**config.mk**
```make
export PLATFORM = sky130hd
export DESIGN_NAME = adaptive_cruise_controller
export DESIGN_NICKNAME = d
export VERILOG_FILES = /design/src/design/acc_pkg.sv /design/src/design/acc_front.sv /design/src/design/acc_fifo.sv /design/src/design/acc_back.sv /design/src/design/adaptive_cruise_controller.sv
export SDC_FILE = /design/constraint.sdc
export NUM_CORES = 1
export LEC_CHECK = 0
export BUFFER_PORTS_ARGS = -buffer_cell sky130_fd_sc_hd__buf_2
export CELL_PAD_IN_SITES_DETAIL_PLACEMENT = 1
export CELL_PAD_IN_SITES_GLOBAL_PLACEMENT = 2
export CORE_MARGIN = 5
export CORE_UTILIZATION = 48
export CTS_BUF_LIST = sky130_fd_sc_hd__clkbuf_8
export CTS_CLUSTER_SIZE = 28
export DETAILED_ROUTE_END_ITERATION = 12
export HOLD_SLACK_MARGIN = 0.03
export PLACE_DENSITY = 0.86
export SETUP_SLACK_MARGIN = 0.5
export SYNTH_ARGS = -nofsm -noshare
export SYNTH_HDL_FRONTEND = slang
export SYNTH_SLANG_ARGS = --single-unit
export TNS_END_PERCENT = 10
```
**constraint.sdc**
```tcl
create_clock -name aclk -period 16.02 [get_ports aclk]
set_input_delay 1.602 -clock aclk [delete_from_list [all_inputs] [get_ports aclk]]
set_output_delay 1.602 -clock aclk [all_outputs]
set_load 0.02 [all_outputs]
```
**src/design/acc_pkg.sv**
```systemverilog
package acc_pkg;

    localparam int unsigned FIFO_DEPTH = 2;
    localparam int unsigned FIFO_PTR_W = (FIFO_DEPTH > 1) ? $clog2(FIFO_DEPTH) : 1;
    localparam int unsigned FIFO_CNT_W = $clog2(FIFO_DEPTH + 1);

    localparam logic [15:0] ENGAGE_MIN_SPEED = 16'd2816;
    localparam logic [7:0]  SET_SPEED_RESET  = 8'd40;
    localparam logic [7:0]  SET_SPEED_LOW    = 8'd40;
    localparam logic [7:0]  SET_SPEED_HIGH   = 8'd120;
    localparam logic [14:0] MIN_DIST         = 15'd160;

    localparam logic signed [11:0] ACC_MIN   = -12'sd1280;
    localparam logic signed [11:0] ACC_MAX   = 12'sd376;
    localparam logic [11:0]        ACC_BIAS  = 12'd1280;

    // law terms kept in 1/100 LSB; rounding bias and saturation thresholds
    localparam logic signed [23:0] ROUND_BIAS = 24'sd50;
    localparam logic signed [23:0] SAT_LO_B   = -24'sd128000;
    localparam logic signed [23:0] SAT_HI_B   = 24'sd37700;
    localparam logic signed [23:0] DIV_OFFSET = 24'sd128000;

    // floor(u / 100) = (u * RECIP_100) >> RECIP_SHIFT, exact for u below 199700
    localparam logic [17:0] RECIP_100   = 18'd167773;
    localparam int unsigned RECIP_SHIFT = 24;

    typedef struct packed {
        logic               engaged;
        logic               rain;
        logic [15:0]        ego_speed;
        logic signed [15:0] relative_speed;
        logic [15:0]        relative_distance;
    } acc_entry_t;

    typedef struct packed {
        logic full;
        logic empty;
    } acc_fifo_status_t;

    typedef enum logic [2:0] {
        BK_IDLE,
        BK_DIST,
        BK_LAW,
        BK_DIV,
        BK_OUT
    } acc_back_state_t;

endpackage

```
**src/design/acc_front.sv**
```systemverilog
module acc_front (
    input  logic                      aclk,
    input  logic                      aresetn,
    input  logic                      s_valid,
    output logic                      s_ready,
    input  logic                      s_engage_request,
    input  logic                      s_fault,
    input  logic                      s_gas_pressed,
    input  logic                      s_brake_pressed,
    input  logic                      s_rain,
    input  logic [15:0]               s_ego_speed,
    input  logic signed [15:0]        s_relative_speed,
    input  logic [15:0]               s_relative_distance,
    input  acc_pkg::acc_fifo_status_t fifo_status,
    output logic                      push,
    output acc_pkg::acc_entry_t       push_entry
);
    import acc_pkg::*;

    logic latch_reg;
    logic latch_next;

    assign s_ready = !fifo_status.full;
    assign push    = s_valid && s_ready;

    assign latch_next = s_engage_request && !s_fault && !s_gas_pressed && !s_brake_pressed
                        && (latch_reg || (s_ego_speed >= ENGAGE_MIN_SPEED));

    always_ff @(posedge aclk) begin
        if (!aresetn) begin
            latch_reg <= 1'b0;
        end else if (push) begin
            latch_reg <= latch_next;
        end
    end

    always_comb begin
        push_entry.engaged           = latch_next;
        push_entry.rain              = s_rain;
        push_entry.ego_speed         = s_ego_speed;
        push_entry.relative_speed    = s_relative_speed;
        push_entry.relative_distance = s_relative_distance;
    end

endmodule

```
**src/design/acc_fifo.sv**
```systemverilog
module acc_fifo (
    input  logic                      aclk,
    input  logic                      aresetn,
    input  logic                      push,
    input  acc_pkg::acc_entry_t       push_entry,
    input  logic                      pop,
    output acc_pkg::acc_entry_t       pop_entry,
    output acc_pkg::acc_fifo_status_t status
);
    import acc_pkg::*;

    acc_entry_t            mem [FIFO_DEPTH];
    logic [FIFO_PTR_W-1:0] wr_ptr_reg;
    logic [FIFO_PTR_W-1:0] rd_ptr_reg;
    logic [FIFO_CNT_W-1:0] count_reg;

    function automatic logic [FIFO_PTR_W-1:0] ptr_inc(input logic [FIFO_PTR_W-1:0] p);
        if (p == FIFO_PTR_W'(FIFO_DEPTH - 1)) begin
            return '0;
        end
        return p + 1'b1;
    endfunction

    assign status.full  = (count_reg == FIFO_CNT_W'(FIFO_DEPTH));
    assign status.empty = (count_reg == '0);
    assign pop_entry    = mem[rd_ptr_reg];

    always_ff @(posedge aclk) begin
        if (push) begin
            mem[wr_ptr_reg] <= push_entry;
        end
    end

    always_ff @(posedge aclk) begin
        if (!aresetn) begin
            wr_ptr_reg <= '0;
            rd_ptr_reg <= '0;
            count_reg  <= '0;
        end else begin
            if (push) begin
                wr_ptr_reg <= ptr_inc(wr_ptr_reg);
            end
            if (pop) begin
                rd_ptr_reg <= ptr_inc(rd_ptr_reg);
            end
            if (push && !pop) begin
                count_reg <= count_reg + 1'b1;
            end else if (pop && !push) begin
                count_reg <= count_reg - 1'b1;
            end
        end
    end

    a_no_overflow: assert property (@(posedge aclk) disable iff (!aresetn)
        status.full && !pop |-> !push)
        else $error("push into full queue");

    a_no_underflow: assert property (@(posedge aclk) disable iff (!aresetn)
        pop |-> !status.empty)
        else $error("pop from empty queue");

    a_count_bound: assert property (@(posedge aclk) disable iff (!aresetn)
        count_reg <= FIFO_CNT_W'(FIFO_DEPTH))
        else $error("queue count out of range");

endmodule

```
**src/design/acc_back.sv**
```systemverilog
module acc_back (
    input  logic                      aclk,
    input  logic                      aresetn,
    input  logic                      cfg_valid,
    input  logic [7:0]                cfg_data,
    input  acc_pkg::acc_fifo_status_t fifo_status,
    input  acc_pkg::acc_entry_t       pop_entry,
    output logic                      pop,
    output logic                      m_valid,
    input  logic                      m_ready,
    output logic                      m_engaged,
    output logic signed [11:0]        m_acceleration,
    output logic [14:0]               m_safe_gap
);
    import acc_pkg::*;

    acc_back_state_t state_reg;
    acc_back_state_t state_next;

    logic [7:0]         set_speed_reg;
    acc_entry_t         work_reg;
    logic [14:0]        safe_reg;
    logic signed [17:0] d_reg;
    logic signed [23:0] v_reg;
    logic [17:0]        u_reg;
    logic               sat_lo_reg;
    logic               sat_hi_reg;
    logic [35:0]        prod_reg;

    logic               m_valid_reg;
    logic               m_engaged_reg;
    logic signed [11:0] m_accel_reg;
    logic [14:0]        m_safe_reg;

    logic               out_free;
    logic               out_load;

    // distance stage
    logic [7:0]         sp_clamped;
    logic [17:0]        ego_x3;
    logic [18:0]        ego_gap;
    logic [14:0]        safe_calc;
    logic signed [17:0] d_calc;
    logic signed [16:0] speed_err;
    logic signed [23:0] speed_err_ext;
    logic signed [23:0] v_calc;

    // law stage
    logic signed [23:0] rv_ext;
    logic signed [23:0] d_ext;
    logic signed [23:0] x_calc;
    logic signed [23:0] a_calc;
    logic signed [23:0] b_calc;
    logic signed [23:0] u_calc;

    // output stage
    logic [11:0]        q_calc;
    logic signed [11:0] accel_calc;

    assign out_free = !m_valid_reg || m_ready;

    always_comb begin
        state_next = state_reg;
        unique case (state_reg)
            BK_IDLE: if (!fifo_status.empty) state_next = BK_DIST;
            BK_DIST: state_next = BK_LAW;
            BK_LAW:  state_next = BK_DIV;
            BK_DIV:  state_next = BK_OUT;
            BK_OUT: begin
                if (out_free) begin
                    state_next = fifo_status.empty ? BK_IDLE : BK_DIST;
                end
            end
            default: state_next = BK_IDLE;
        endcase
    end

    always_comb begin
        pop      = 1'b0;
        out_load = 1'b0;
        unique case (state_reg)
            BK_IDLE: pop = !fifo_status.empty;
            BK_OUT: begin
                out_load = out_free;
                pop      = out_free && !fifo_status.empty;
            end
            default: begin
                pop      = 1'b0;
                out_load = 1'b0;
            end
        endcase
    end

    always_comb begin
        if (set_speed_reg > SET_SPEED_HIGH) begin
            sp_clamped = SET_SPEED_HIGH;
        end else if (set_speed_reg < SET_SPEED_LOW) begin
            sp_clamped = SET_SPEED_LOW;
        end else begin
            sp_clamped = set_speed_reg;
        end
        ego_x3        = {1'b0, work_reg.ego_speed, 1'b0} + {2'b00, work_reg.ego_speed};
        ego_gap       = work_reg.rain ? {ego_x3, 1'b0} : {1'b0, ego_x3};
        safe_calc     = ego_gap[18:4] + MIN_DIST;
        d_calc        = $signed({3'b000, safe_calc}) - $signed({2'b00, work_reg.relative_distance});
        speed_err     = $signed({1'b0, sp_clamped, 8'h00}) - $signed({1'b0, work_reg.ego_speed});
        speed_err_ext = 24'(speed_err);
        v_calc        = (speed_err_ext <<< 5) + (speed_err_ext <<< 4) + (speed_err_ext <<< 1);
    end

    always_comb begin
        rv_ext = 24'(work_reg.relative_speed);
        d_ext  = 24'(d_reg);
        x_calc = (rv_ext <<< 2) - (d_ext <<< 5);
        if (d_reg > 18'sd0) begin
            a_calc = x_calc;
        end else begin
            a_calc = (x_calc < v_reg) ? x_calc : v_reg;
        end
        b_calc = a_calc + ROUND_BIAS;
        u_calc = b_calc + DIV_OFFSET;
    end

    always_comb begin
        q_calc = prod_reg[RECIP_SHIFT +: 12];
        priority if (sat_lo_reg) begin
            accel_calc = ACC_MIN;
        end else if (sat_hi_reg) begin
            accel_calc = ACC_MAX;
        end else begin
            accel_calc = $signed(q_calc - ACC_BIAS);
        end
    end

    always_ff @(posedge aclk) begin
        if (!aresetn) begin
            state_reg     <= BK_IDLE;
            set_speed_reg <= SET_SPEED_RESET;
            m_valid_reg   <= 1'b0;
        end else begin
            state_reg <= state_next;
            if (cfg_valid) begin
                set_speed_reg <= cfg_data;
            end
            if (out_load) begin
                m_valid_reg <= 1'b1;
            end else if (m_ready) begin
                m_valid_reg <= 1'b0;
            end
        end
    end

    always_ff @(posedge aclk) begin
        if (pop) begin
            work_reg <= pop_entry;
        end
        if (state_reg == BK_DIST) begin
            safe_reg <= safe_calc;
            d_reg    <= d_calc;
            v_reg    <= v_calc;
        end
        if (state_reg == BK_LAW) begin
            sat_lo_reg <= (b_calc < SAT_LO_B);
            sat_hi_reg <= (b_calc >= SAT_HI_B);
            u_reg      <= u_calc[17:0];
        end
        if (state_reg == BK_DIV) begin
            prod_reg <= u_reg * RECIP_100;
        end
        if (out_load) begin
            m_engaged_reg <= work_reg.engaged;
            m_accel_reg   <= work_reg.engaged ? accel_calc : '0;
            m_safe_reg    <= work_reg.engaged ? safe_reg : '0;
        end
    end

    assign m_valid        = m_valid_reg;
    assign m_engaged      = m_engaged_reg;
    assign m_acceleration = m_accel_reg;
    assign m_safe_gap     = m_safe_reg;

    a_idle_zero: assert property (@(posedge aclk) disable iff (!aresetn)
        m_valid_reg && !m_engaged_reg |-> m_accel_reg == '0 && m_safe_reg == '0)
        else $error("disengaged word carries nonzero payload");

    a_accel_range: assert property (@(posedge aclk) disable iff (!aresetn)
        m_valid_reg |-> m_accel_reg >= ACC_MIN && m_accel_reg <= ACC_MAX)
        else $error("acceleration out of range");

    a_pop_start: assert property (@(posedge aclk) disable iff (!aresetn)
        pop |=> state_reg == BK_DIST)
        else $error("pop did not start computation");

    a_load_free: assert property (@(posedge aclk) disable iff (!aresetn)
        m_valid_reg && !m_ready |-> !out_load)
        else $error("result overwritten while stalled");

endmodule

```
**src/design/adaptive_cruise_controller.sv**
```systemverilog
// A 2-entry queue decouples the front from the four-step back-end sequencer
// (distance, law, reciprocal multiply, output), which works on one word at a time
// and holds in the output step while the result side is not ready.
// Reset (aresetn low, synchronous): engage latch cleared, queue emptied,
// set_speed back to 40, no result pending.
module adaptive_cruise_controller (
    input  logic               aclk,
    input  logic               aresetn,
    input  logic               cfg_valid,
    output logic               cfg_ready,
    input  logic [7:0]         cfg_data,
    input  logic               s_valid,
    output logic               s_ready,
    input  logic               s_engage_request,
    input  logic               s_fault,
    input  logic               s_gas_pressed,
    input  logic               s_brake_pressed,
    input  logic               s_rain,
    input  logic [15:0]        s_ego_speed,
    input  logic signed [15:0] s_relative_speed,
    input  logic [15:0]        s_relative_distance,
    output logic               m_valid,
    input  logic               m_ready,
    output logic               m_engaged,
    output logic signed [11:0] m_acceleration,
    output logic [14:0]        m_safe_gap
);
    import acc_pkg::*;

    acc_fifo_status_t fifo_status;
    acc_entry_t       push_entry;
    acc_entry_t       pop_entry;
    logic             push;
    logic             pop;

    assign cfg_ready = 1'b1;

    acc_front u_front (
        .aclk               (aclk),
        .aresetn            (aresetn),
        .s_valid            (s_valid),
        .s_ready            (s_ready),
        .s_engage_request   (s_engage_request),
        .s_fault            (s_fault),
        .s_gas_pressed      (s_gas_pressed),
        .s_brake_pressed    (s_brake_pressed),
        .s_rain             (s_rain),
        .s_ego_speed        (s_ego_speed),
        .s_relative_speed   (s_relative_speed),
        .s_relative_distance(s_relative_distance),
        .fifo_status        (fifo_status),
        .push               (push),
        .push_entry         (push_entry)
    );

    acc_fifo u_fifo (
        .aclk      (aclk),
        .aresetn   (aresetn),
        .push      (push),
        .push_entry(push_entry),
        .pop       (pop),
        .pop_entry (pop_entry),
        .status    (fifo_status)
    );

    acc_back u_back (
        .aclk          (aclk),
        .aresetn       (aresetn),
        .cfg_valid     (cfg_valid),
        .cfg_data      (cfg_data),
        .fifo_status   (fifo_status),
        .pop_entry     (pop_entry),
        .pop           (pop),
        .m_valid       (m_valid),
        .m_ready       (m_ready),
        .m_engaged     (m_engaged),
        .m_acceleration(m_acceleration),
        .m_safe_gap    (m_safe_gap)
    );

endmodule
```
* After elaboration in Yosys (flattened, before gate mapping)
Memories as Yosys holds them, arrays and structs flattened. A register that Yosys moved wholly into a read port is not among the register bits. Cells that the tools add are included.
Cells by class: add/sub/neg operators 14, multiply operators 1, $lt $le $gt $ge 7, eq/ne operators 7, mux-type cells 29, bitwise operators 1, reduce and logical (&&, ||, !) cells 25
Operator list (count):
- two-way mux 24 bit | 2
- multiplier 18 x 18 -> 36 bit (second input constant) | 1
- adder 23 x 18 -> 24 bit | 1
- adder 24 x 7 -> 24 bit (second input constant) | 1
- greater-or-equal comparator 24 x 17 -> 1 bit (second input constant) | 1
- < comparator 24 x 18 -> 1 bit (second input constant) | 1
- < comparator 24 bit | 1
- two-way mux 12 bit | 2
- adder 22 x 21 -> 23 bit | 1
- subtractor 18 x 22 -> 23 bit | 1
- two-way mux 19 bit | 1
- adder 17 x 16 -> 18 bit | 1
- adder 18 bit (second input constant) | 1
- > comparator 17 x 1 -> 1 bit (second input constant) | 1
- subtractor 15 x 16 -> 17 bit | 1
- subtractor 16 x 16 -> 17 bit | 1
- greater-or-equal comparator 16 x 12 -> 1 bit (second input constant) | 1
- two-way mux 1 bit | 16
- two-way mux 8 bit | 2
- adder 15 x 8 -> 15 bit (second input constant) | 1
- case mux 3 bit (5 select lines) | 1
- subtractor 12 x 11 -> 12 bit (second input constant) | 1
- > comparator 8 x 7 -> 1 bit (second input constant) | 1
- logical AND 1 bit | 8
- other kinds (22) | 35
Word-level totals: flip-flop bits (word level) 157, RAM bits 100, input port bits 66, output and inout port bits 31, logic and storage cells 104, memories kept 1
Memories:
- u_fifo.mem | words 2, bits a word 50, rd ports 1, clocked after memory_dff 1, wr ports 1, RTL line acc_fifo.sv:12 | acc_entry_t mem [FIFO_DEPTH];

* Longest topological paths before layout
Gate-level depths: netlist of run 1.
depth in word-level cells 7, mapped depth 37, gate-level depth less buffers 30

* Cells and area by module
A second synthesis of run 1 with hierarchy kept.
Second synthesis, totals: cells, all modules 1895, area, all modules 21558.2 um^2
Modules (own cells, without submodules):
- acc_back | times used 1, cells an instance 1654, area an instance 17255.3 um^2, seq. area each 5134.9 um^2
- acc_fifo | times used 1, cells an instance 178, area an instance 3814.9 um^2, seq. area each 3103.0 um^2
- acc_front | times used 1, cells an instance 61, area an instance 476.7 um^2, seq. area each 20.0 um^2
- adaptive_cruise_controller | times used 1, cells an instance 2, area an instance 11.3 um^2, seq. area each 0.0 um^2

* Worst setup path after synthesis of run 1
Ideal clock, no wire load.
path type reg-to-reg, from reg u_back.d_reg[1], to reg u_back.sat_hi_reg, data pin, arrival time 6.908 ns, required time 15.755 ns, setup slack 8.848 ns, cell stages (with the launch flop) 37, buffers on the path 6, period minus slack after synthesis 7.172 ns, cells stage by stage edfxtp_1 -> inv_1 -> ha_1 -> nor2b_1 -> o311ai_1 -> a221oi_1 -> a211o_1 -> a31o_2 -> a31o_2 -> a2111o_1 -> nand2_1 -> ha_1 -> buf_2 -> and3_4 -> nand3_2 -> a2bb2oi_2 -> a21oi_1 -> nor3_2 -> buf_2 -> buf_2 -> buf_2 -> buf_2 -> nand2_1 -> o21ai_0 -> ha_1 -> clkbuf_1 -> xnor2_1 -> nor3_1 -> a31oi_1 -> nor2_1 -> a31oi_1 -> or3_1 -> a2111oi_2 -> o31a_1 -> o2111ai_1 -> nor4_1 -> nor3_1
On the way: word-level cells in the longest chain between the ends 6, elaborated cells on any way between the ends 7, classes of those cells add/sub (2); order compare (3); mux (2)
RTL lines:
- start, declared | RTL line acc_back.sv:23 | logic signed [17:0] d_reg;
- start signal, assigned | RTL line acc_back.sv:159 | d_reg <= d_calc;
- subtractor 18 x 22 -> 23 bit | RTL line acc_back.sv:114 | x_calc = (rv_ext <<< 2) - (d_ext <<< 5);
- < comparator 24 bit | RTL line acc_back.sv:118 | a_calc = (x_calc < v_reg) ? x_calc : v_reg;
- two-way mux 24 bit | RTL line acc_back.sv:118
- two-way mux 24 bit * | RTL line acc_back.sv:115 | if (d_reg > 18'sd0) begin
- adder 24 x 7 -> 24 bit * | RTL line acc_back.sv:120 | b_calc = a_calc + ROUND_BIAS;
- greater-or-equal comparator 24 x 17 -> 1 bit * | RTL line acc_back.sv:164 | sat_hi_reg <= (b_calc >= SAT_HI_B);
- end signal, assigned | RTL line acc_back.sv:164
- end, declared | RTL line acc_back.sv:27 | logic sat_hi_reg;
Every way passes the cells marked *; elsewhere a longest branch is shown, timed or not. A chain may end at the register's enable or synchronous reset.

* Worst setup path after layout of run 1
from reg u_back.d_reg[1], to reg u_back.sat_hi_reg, data pin
On the way: word-level cells in the longest chain between the ends 6, elaborated cells on any way between the ends 7, classes of those cells add/sub (2); order compare (3); mux (2)
RTL lines:
- subtractor 18 x 22 -> 23 bit | RTL line acc_back.sv:114
- < comparator 24 bit | RTL line acc_back.sv:118
- two-way mux 24 bit | RTL line acc_back.sv:118
- two-way mux 24 bit * | RTL line acc_back.sv:115
- adder 24 x 7 -> 24 bit * | RTL line acc_back.sv:120
- net u_back.b_calc[1] | RTL line acc_back.sv:53 | logic signed [23:0] b_calc;
- greater-or-equal comparator 24 x 17 -> 1 bit * | RTL line acc_back.sv:164
Mark *: on every way through the listed nets, which the timed path passes. The rest lies on a longest branch.

==> metrics.txt, run 1 <==
# TYPE chip_impl_metric gauge
chip_impl_metric{name="antenna_violating_nets_post_route",unit=""} 0
chip_impl_info{name="crit_path_start_kind",value="flip-flop"} 1
chip_impl_metric{name="grt_start_max_net_pins",unit=""} 55
chip_impl_metric{name="chipWidth",unit="um"} 218.8
chip_impl_metric{name="detailed_place_hpwl",unit="mm"} 39.77
chip_impl_metric{name="fp.dieH",unit="um"} 218.8
chip_impl_info{name="tritoncts_clock_tree",value="done"} 1
chip_impl_info{name="ys_top_cells_by_area",value="edfxtp_1 (38%), ha_1 (15%), fa_1 (13%), inv_1 (5.6%), xnor2_1 (3.1%)"} 1
chip_impl_metric{name="holdBufCountCts",unit=""} 0
chip_impl_metric{name="ctsResizeCount",unit=""} 0
chip_impl_info{name="ctsRootBufferMaster",value="clkbuf_8"} 1
chip_impl_info{name="path_common_cell",value="ha_1"} 1
chip_impl_metric{name="antenna_found_initial",unit=""} 0
chip_impl_metric{name="crit_path_max_incr_delay",unit="ns"} 0.58
chip_impl_info{name="critical_path.slowest_cell",value="nor4b_1"} 1
chip_impl_metric{name="insertion_delay",unit="ns"} 0.58
chip_impl_metric{name="cts.htree.levels",unit=""} 2
chip_impl_metric{name="synth_top_cell_area_share",unit=""} 0.3774
chip_impl_metric{name="syn-cell-area",unit="um2"} 20930
chip_impl_metric{name="via_per_inst",unit=""} 5.314
chip_impl_metric{name="global_route.usage.total",unit=""} 0.2124
chip_impl_metric{name="detail_route.drc_violations",unit=""} 0
chip_impl_info{name="cp-end-kind",value="flip-flop"} 1
chip_impl_metric{name="syn2layout_area_growth",unit="%"} 9.842
chip_impl_info{name="synth.largest_area_cell",value="edfxtp_1"} 1
chip_impl_metric{name="synth-warning-count",unit=""} 0
chip_impl_metric{name="syn_inst",unit=""} 1830
chip_impl_metric{name="drive_above_1_share",unit=""} 0.1249
chip_impl_metric{name="design.die.area",unit="um2"} 47870
chip_impl_metric{name="drv_cap",unit=""} 0
chip_impl_metric{name="crit_fanout",unit=""} 18
chip_impl_metric{name="synth_async_sr_flop_share",unit=""} 0
chip_impl_metric{name="worst-endpoint-required",unit="ns"} 16.35
chip_impl_metric{name="final_core_utilization",unit=""} 0.5336
chip_impl_metric{name="num-nets-final",unit=""} 2415
chip_impl_metric{name="initialDrtViolationCount",unit=""} 611
chip_impl_metric{name="io_buffers",unit=""} 95
chip_impl_metric{name="synth_seq_cells",unit=""} 280
chip_impl_metric{name="start_util",unit=""} 0.4858
chip_impl_metric{name="number_of_global_route_vias_before_repair",unit=""} 15420
chip_impl_metric{name="wire_length_of_the_first_global_routing_pass",unit="mm"} 80.41
chip_impl_metric{name="place.gp.congestion",unit=""} 0.8943
chip_impl_metric{name="num_antenna_cells",unit=""} 0
chip_impl_metric{name="timing.final.hold_violations",unit=""} 0
chip_impl_metric{name="postSynthNetCount",unit=""} 2293
chip_impl_metric{name="numCtsBuffers",unit=""} 45
chip_impl_info{name="hp-class",value="flip-flop to flip-flop"} 1
chip_impl_metric{name="worst_slew_margin_rel",unit=""} 0.4670
chip_impl_metric{name="period_needed",unit="ns"} 7.685
chip_impl_metric{name="postSynthAreaPerCell",unit="um2"} 11.43
chip_impl_metric{name="dr.pass1.iters",unit=""} 5
chip_impl_info{name="rsz_0062_raised_after_global_routing",value="no"} 1
chip_impl_metric{name="num_vias",unit=""} 13660
chip_impl_metric{name="io_pins",unit=""} 97
chip_impl_metric{name="core_region_area",unit="um2"} 43080
chip_impl_metric{name="place_inst",unit=""} 2490
chip_impl_metric{name="worstPathArrival",unit="ns"} 8.01
chip_impl_metric{name="setup_slack",unit="ns"} 8.335
chip_impl_metric{name="tightest_slew",unit="ns"} 0.7995
chip_impl_metric{name="cts.sink_count",unit=""} 280
chip_impl_metric{name="totalNegativeSetupSlack",unit="ns"} 0
chip_impl_metric{name="dp_slack",unit="ns"} 8.345
chip_impl_info{name="run_status",value="finished clean"} 1
chip_impl_metric{name="fin_skew",unit="ns"} 0.03474
chip_impl_metric{name="final.period_utilization",unit=""} 0.4797
chip_impl_metric{name="post_cts.repair.setup_buffers",unit=""} 0
chip_impl_metric{name="sequential_area_share_after_synthesis",unit=""} 0.3937
chip_impl_metric{name="largest_reg_flops",unit=""} 100
chip_impl_info{name="cp_class",value="flip-flop to flip-flop"} 1
chip_impl_metric{name="maxSlewViolCount",unit=""} 0
chip_impl_metric{name="clock_tree.buffer_depth",unit=""} 3
chip_impl_metric{name="synth_enable_flop_cells",unit=""} 263
chip_impl_metric{name="fp-row-count",unit=""} 76
chip_impl_metric{name="clkSlewWorstSetupHoldPaths",unit="ns"} 0.06
chip_impl_info{name="ys.flop_type",value="edfxtp_1"} 1
chip_impl_metric{name="finalWirelength",unit="mm"} 49.11
chip_impl_metric{name="layoutNonFillerInstCount",unit=""} 2571
chip_impl_metric{name="post_synth_num_cell_types",unit=""} 79
chip_impl_metric{name="wl_per_cell",unit="um"} 19.10
chip_impl_metric{name="max_clock_freq",unit="MHz"} 130.1
chip_impl_metric{name="finalSetupViolCount",unit=""} 0
chip_impl_metric{name="grt_overflow_total",unit=""} 0
[cells by family (layout without fill, tap and decap cells)]
family	Yosys count	after routing	share of synthesized area
compound gates	290	290	0.09232
mux	68	68	0.03594
simple gates	352	352	0.08682
xor+xnor	99	99	0.04144
buf+inv	342	498	0.06219
other cells	2	2	0.0003589
fa+ha+maj	397	397	0.2873
flops	280	280	0.3937
[placed cells by master, fill, tap and decap left out, types with 12 or more instances in the layout]
cell,synthesis,final
a211oi_1,12,12
a21o_1,24,24
a21oi_1,84,83
a31oi_1,12,12
and2_1,36,36
buf_2,5,95
clkbuf_8,0,52
dfxtp_1,17,16
edfxtp_1,263,263
fa_1,139,139
ha_1,258,258
inv_1,313,324
mux2_2,54,54
mux2i_1,13,13
nand2_1,69,69
nand2b_1,18,18
nand3_1,15,15
nor2_1,95,93
nor2b_1,20,20
nor3_1,23,23
nor4_1,14,14
o21a_1,13,13
o21ai_0,48,48
o21bai_1,15,15
xnor2_1,73,73
xor2_1,26,26
[Yosys cell counts, types with 6 or more instances]
cell	n
or3_1	11
nand4_1	11
and2_1	36
dfxtp_1	17
nor3b_1	7
mux2i_1	13
nor3_1	23
o31ai_1	8
xor2_1	26
nor2_1	95
o21a_1	13
and3_1	9
mux2_2	54
edfxtp_1	263
nand3_1	15
o21bai_1	15
o21ai_0	48
clkbuf_1	19
nand2_1	69
nand2b_1	18
o211ai_1	7
a21oi_1	84
ha_1	258
a31oi_1	12
a21o_1	24
fa_1	139
xnor2_1	73
nor4_1	14
inv_1	313
a211oi_1	12
nor2b_1	20
or2_2	6
a21boi_0	10
[final cells by class]
cell class	count	area, um2
Clock buffer	52	715.7
Clock inverter	29	155.1
Fill cell	4619	20090
Tap cell	585	732.0
Inverter	313	1175
Timing Repair Buffer	104	543.0
Multi-Input combinational cell	1208	11420
Sequential cell	280	8239
[stage by stage]
step | area, um2 | hold slack, ns
after floorplan | 20930 | 0.4383
after global placement | 22110 | 0.4864
after detailed placement | 22110 | 0.5019
after CTS | 22980 | 0.5116
after global routing | 22980 | 0.5447
final | 22980 | 0.5078
[critical path: cells and delay by family, from the launching register on]
kind / cells / cell delay (ns)
flops: 1 / 0.43
simple gates: 12 / 2.92
compound gates: 12 / 2.93
fa+ha+maj: 3 / 0.88
xor+xnor: 1 / 0.11
buf+inv: 2 / 0.17
[routing by layer]
metal,GRT usage,vias up,wire length [um]
met5,0,-,0
met4,0.08604,0,2065
met3,0.02414,96,1317
met2,0.3935,190,25750
met1,0.2511,6775,19980
li1,-,6601,-
[final timing paths]
check	startpoint	depth (start not counted)	slack, ns	endpoint
hold reg to reg	u_fifo.count_reg[1]	2	0.51	u_fifo.count_reg[1]
setup reg to reg	u_back.d_reg[1]	30	8.34	u_back.sat_hi_reg
setup / recovery	u_back.d_reg[1]	30	8.34	u_back.sat_hi_reg
hold / removal	u_fifo.count_reg[1]	2	0.51	u_fifo.count_reg[1]
Power of run 1 is left out: the tool's default activity adds up to more than one toggle a clock period on the data nets, which glitch-free logic cannot reach.
==> run 2: changes to the inputs <==
--- a/config.mk
+++ b/config.mk
@@ -9,12 +9,12 @@
 export CELL_PAD_IN_SITES_DETAIL_PLACEMENT = 1
 export CELL_PAD_IN_SITES_GLOBAL_PLACEMENT = 2
 export CORE_MARGIN = 5
-export CORE_UTILIZATION = 48
+export CORE_UTILIZATION = 44
 export CTS_BUF_LIST = sky130_fd_sc_hd__clkbuf_8
 export CTS_CLUSTER_SIZE = 28
 export DETAILED_ROUTE_END_ITERATION = 12
 export HOLD_SLACK_MARGIN = 0.03
-export PLACE_DENSITY = 0.86
+export PLACE_DENSITY = 0.8
 export SETUP_SLACK_MARGIN = 0.5
 export SYNTH_ARGS = -nofsm -noshare
 export SYNTH_HDL_FRONTEND = slang
==> constraint.sdc (replaced) <==
create_clock -name aclk -period 7.5 [get_ports aclk]
set_input_delay 0.75 -clock aclk [delete_from_list [all_inputs] [get_ports aclk]]
set_output_delay 0.75 -clock aclk [all_outputs]
set_load 0.02 [all_outputs]
==> metrics.txt, run 2 (synthesis results as in run 1) <==
# TYPE chip_impl_metric gauge
chip_impl_metric{name="num_antenna_cells",unit=""} 0
chip_impl_metric{name="num-nets-final",unit=""} 2419
chip_impl_info{name="rsz_0062_raised_after_global_routing",value="no"} 1
chip_impl_metric{name="cts.htree.levels",unit=""} 2
chip_impl_metric{name="via_per_inst",unit=""} 5.240
chip_impl_metric{name="number_of_global_route_vias_before_repair",unit=""} 15340
chip_impl_metric{name="syn2layout_area_growth",unit="%"} 10.42
chip_impl_metric{name="clock_tree.buffer_depth",unit=""} 3
chip_impl_metric{name="final.period_utilization",unit=""} 0.8854
chip_impl_info{name="final_cell_mix",value="inv_1 (327), edfxtp_1 (263), ha_1 (256)"} 1
chip_impl_info{name="hp-class",value="primary input to flip-flop"} 1
chip_impl_metric{name="io_buffers",unit=""} 95
chip_impl_metric{name="holdBufCountCts",unit=""} 0
chip_impl_metric{name="antenna_violating_nets_post_route",unit=""} 0
chip_impl_metric{name="crit_path_max_incr_delay",unit="ns"} 0.45
chip_impl_metric{name="numCtsBuffers",unit=""} 47
chip_impl_metric{name="largest_reg_flops",unit=""} 100
chip_impl_metric{name="start_util",unit=""} 0.4420
chip_impl_metric{name="design.die.area",unit="um2"} 52020
chip_impl_metric{name="regArea",unit="um2"} 8239
chip_impl_metric{name="worst-endpoint-required",unit="ns"} 7.81
chip_impl_metric{name="core_region_area",unit="um2"} 47350
chip_impl_metric{name="period_needed",unit="ns"} 6.641
chip_impl_metric{name="final_core_utilization",unit=""} 0.4880
chip_impl_metric{name="tightest_slew",unit="ns"} 0.9348
chip_impl_metric{name="detail_route.drc_violations",unit=""} 0
chip_impl_metric{name="cts.sink_count",unit=""} 280
chip_impl_metric{name="dr.pass1.iters",unit=""} 4
chip_impl_info{name="cp-end-kind",value="flip-flop"} 1
chip_impl_metric{name="detailed_place_hpwl",unit="mm"} 39.55
chip_impl_info{name="final_common_cell",value="inv_1"} 1
chip_impl_info{name="run_status",value="finished clean"} 1
chip_impl_metric{name="final_cell_area",unit="um2"} 23100
chip_impl_metric{name="fp-row-count",unit=""} 80
chip_impl_metric{name="crit_fanout",unit=""} 9
chip_impl_metric{name="antenna_found_initial",unit=""} 0
chip_impl_metric{name="grt_start_max_net_pins",unit=""} 55
chip_impl_metric{name="worstPathArrival",unit="ns"} 6.95
chip_impl_info{name="crit_path_start_kind",value="flip-flop"} 1
chip_impl_metric{name="wire_length_of_the_first_global_routing_pass",unit="mm"} 80.31
chip_impl_metric{name="maxSlewViolCount",unit=""} 0
chip_impl_metric{name="chipWidth",unit="um"} 228.1
chip_impl_metric{name="fp.dieH",unit="um"} 228.1
chip_impl_metric{name="worst_slew_margin_rel",unit=""} 0.3686
chip_impl_metric{name="wl_per_cell",unit="um"} 18.88
chip_impl_metric{name="num_vias",unit=""} 13680
chip_impl_metric{name="fillers",unit=""} 5082
chip_impl_info{name="cp_class",value="flip-flop to flip-flop"} 1
chip_impl_metric{name="global_route.usage.total",unit=""} 0.1905
chip_impl_metric{name="clkSlewWorstSetupHoldPaths",unit="ns"} 0.06
chip_impl_metric{name="dpl_cell_area",unit="um2"} 22170
chip_impl_metric{name="initialDrtViolationCount",unit=""} 471
chip_impl_metric{name="drv_cap",unit=""} 0
chip_impl_metric{name="place.gp.congestion",unit=""} 0.9116
chip_impl_metric{name="multiInputGateArea",unit="um2"} 11500
chip_impl_metric{name="grt_overflow_total",unit=""} 0
chip_impl_info{name="tritoncts_clock_tree",value="done"} 1
chip_impl_metric{name="finalSetupViolCount",unit=""} 0
chip_impl_metric{name="totalNegativeSetupSlack",unit="ns"} 0
chip_impl_info{name="critical_path.slowest_cell",value="a2111o_1"} 1
chip_impl_metric{name="drive_above_1_share",unit=""} 0.1293
chip_impl_metric{name="timing.final.hold_violations",unit=""} 0
chip_impl_info{name="ctsRootBufferMaster",value="clkbuf_8"} 1
chip_impl_metric{name="io_pins",unit=""} 97
chip_impl_metric{name="max_clock_freq",unit="MHz"} 150.6
chip_impl_metric{name="finalWirelength",unit="mm"} 49.28
chip_impl_metric{name="hold_ws",unit="ns"} 0.3592
chip_impl_metric{name="insertion_delay",unit="ns"} 0.58
chip_impl_metric{name="fin_skew",unit="ns"} 0.01734
## run 2: cell types whose count changed in the layout (fill, tap and decap cells not counted), moves of 2 or more
cell / change
buf_4: +2
clkbuf_8: -5
clkinv_1: +3
clkinv_2: +3
ha_1: -2
inv_1: +3
## run 2: per-stage QoR
stage          worst slack [ns]  cells
2_1_floorplan            0.5587   1830
3_3_place_gp             0.5578   2521
3_5_place_dp             0.3525   2521
4_1_cts                  0.5301   2609
5_1_grt                  0.5351   2610
6_report                 0.8592   2610
## run 2: final cells by class
type / count / share of cell area
inverters: 313 / 0.05085
multi-input cells: 1208 / 0.4976
well taps: 615 / 0.03330
flip-flops and latches: 280 / 0.3566
clock buffers: 47 / 0.02800
clock inverters: 41 / 0.009531
repair buffers: 106 / 0.02415
## run 2: worst max-delay path: cells and delay by family (launching register included)
family	cells	cell delay, ns
AO/OA/AOI/OAI	13	2.93
XOR/XNOR	1	0.13
adder cells (fa/ha/maj)	3	0.69
buffers and inverters	2	0.13
flip-flops	1	0.43
AND/OR/NAND/NOR	11	2.05
## run 2: worst paths after layout
check / startpoint / end / slack, ns / cells past startpoint
setup / recovery: u_back.d_reg[1] / u_back.sat_hi_reg / 0.86 / 30
hold / removal: s_relative_speed[6] / u_fifo.mem[0][22] / 0.36 / 1
setup reg to reg: u_back.d_reg[1] / u_back.sat_hi_reg / 0.86 / 30
hold reg to reg: u_fifo.count_reg[1] / u_fifo.count_reg[1] / 0.53 / 2
## run 2: layer usage
layer	vias up	GRT usage	share of wire
li1	6620	-	-
met1	6834	0.2271	0.42
met2	163	0.3632	0.54
met3	60	0.02151	0.023
met4	0	0.05181	0.023
met5	-	0	0
## run 2: repair_timing
item                       CTS  global route
setup endpoints to repair    1             5
pin swaps                    1             5
gates resized for setup      3             6
setup buffers                0             1
Power of run 2 is left out for the same reason.
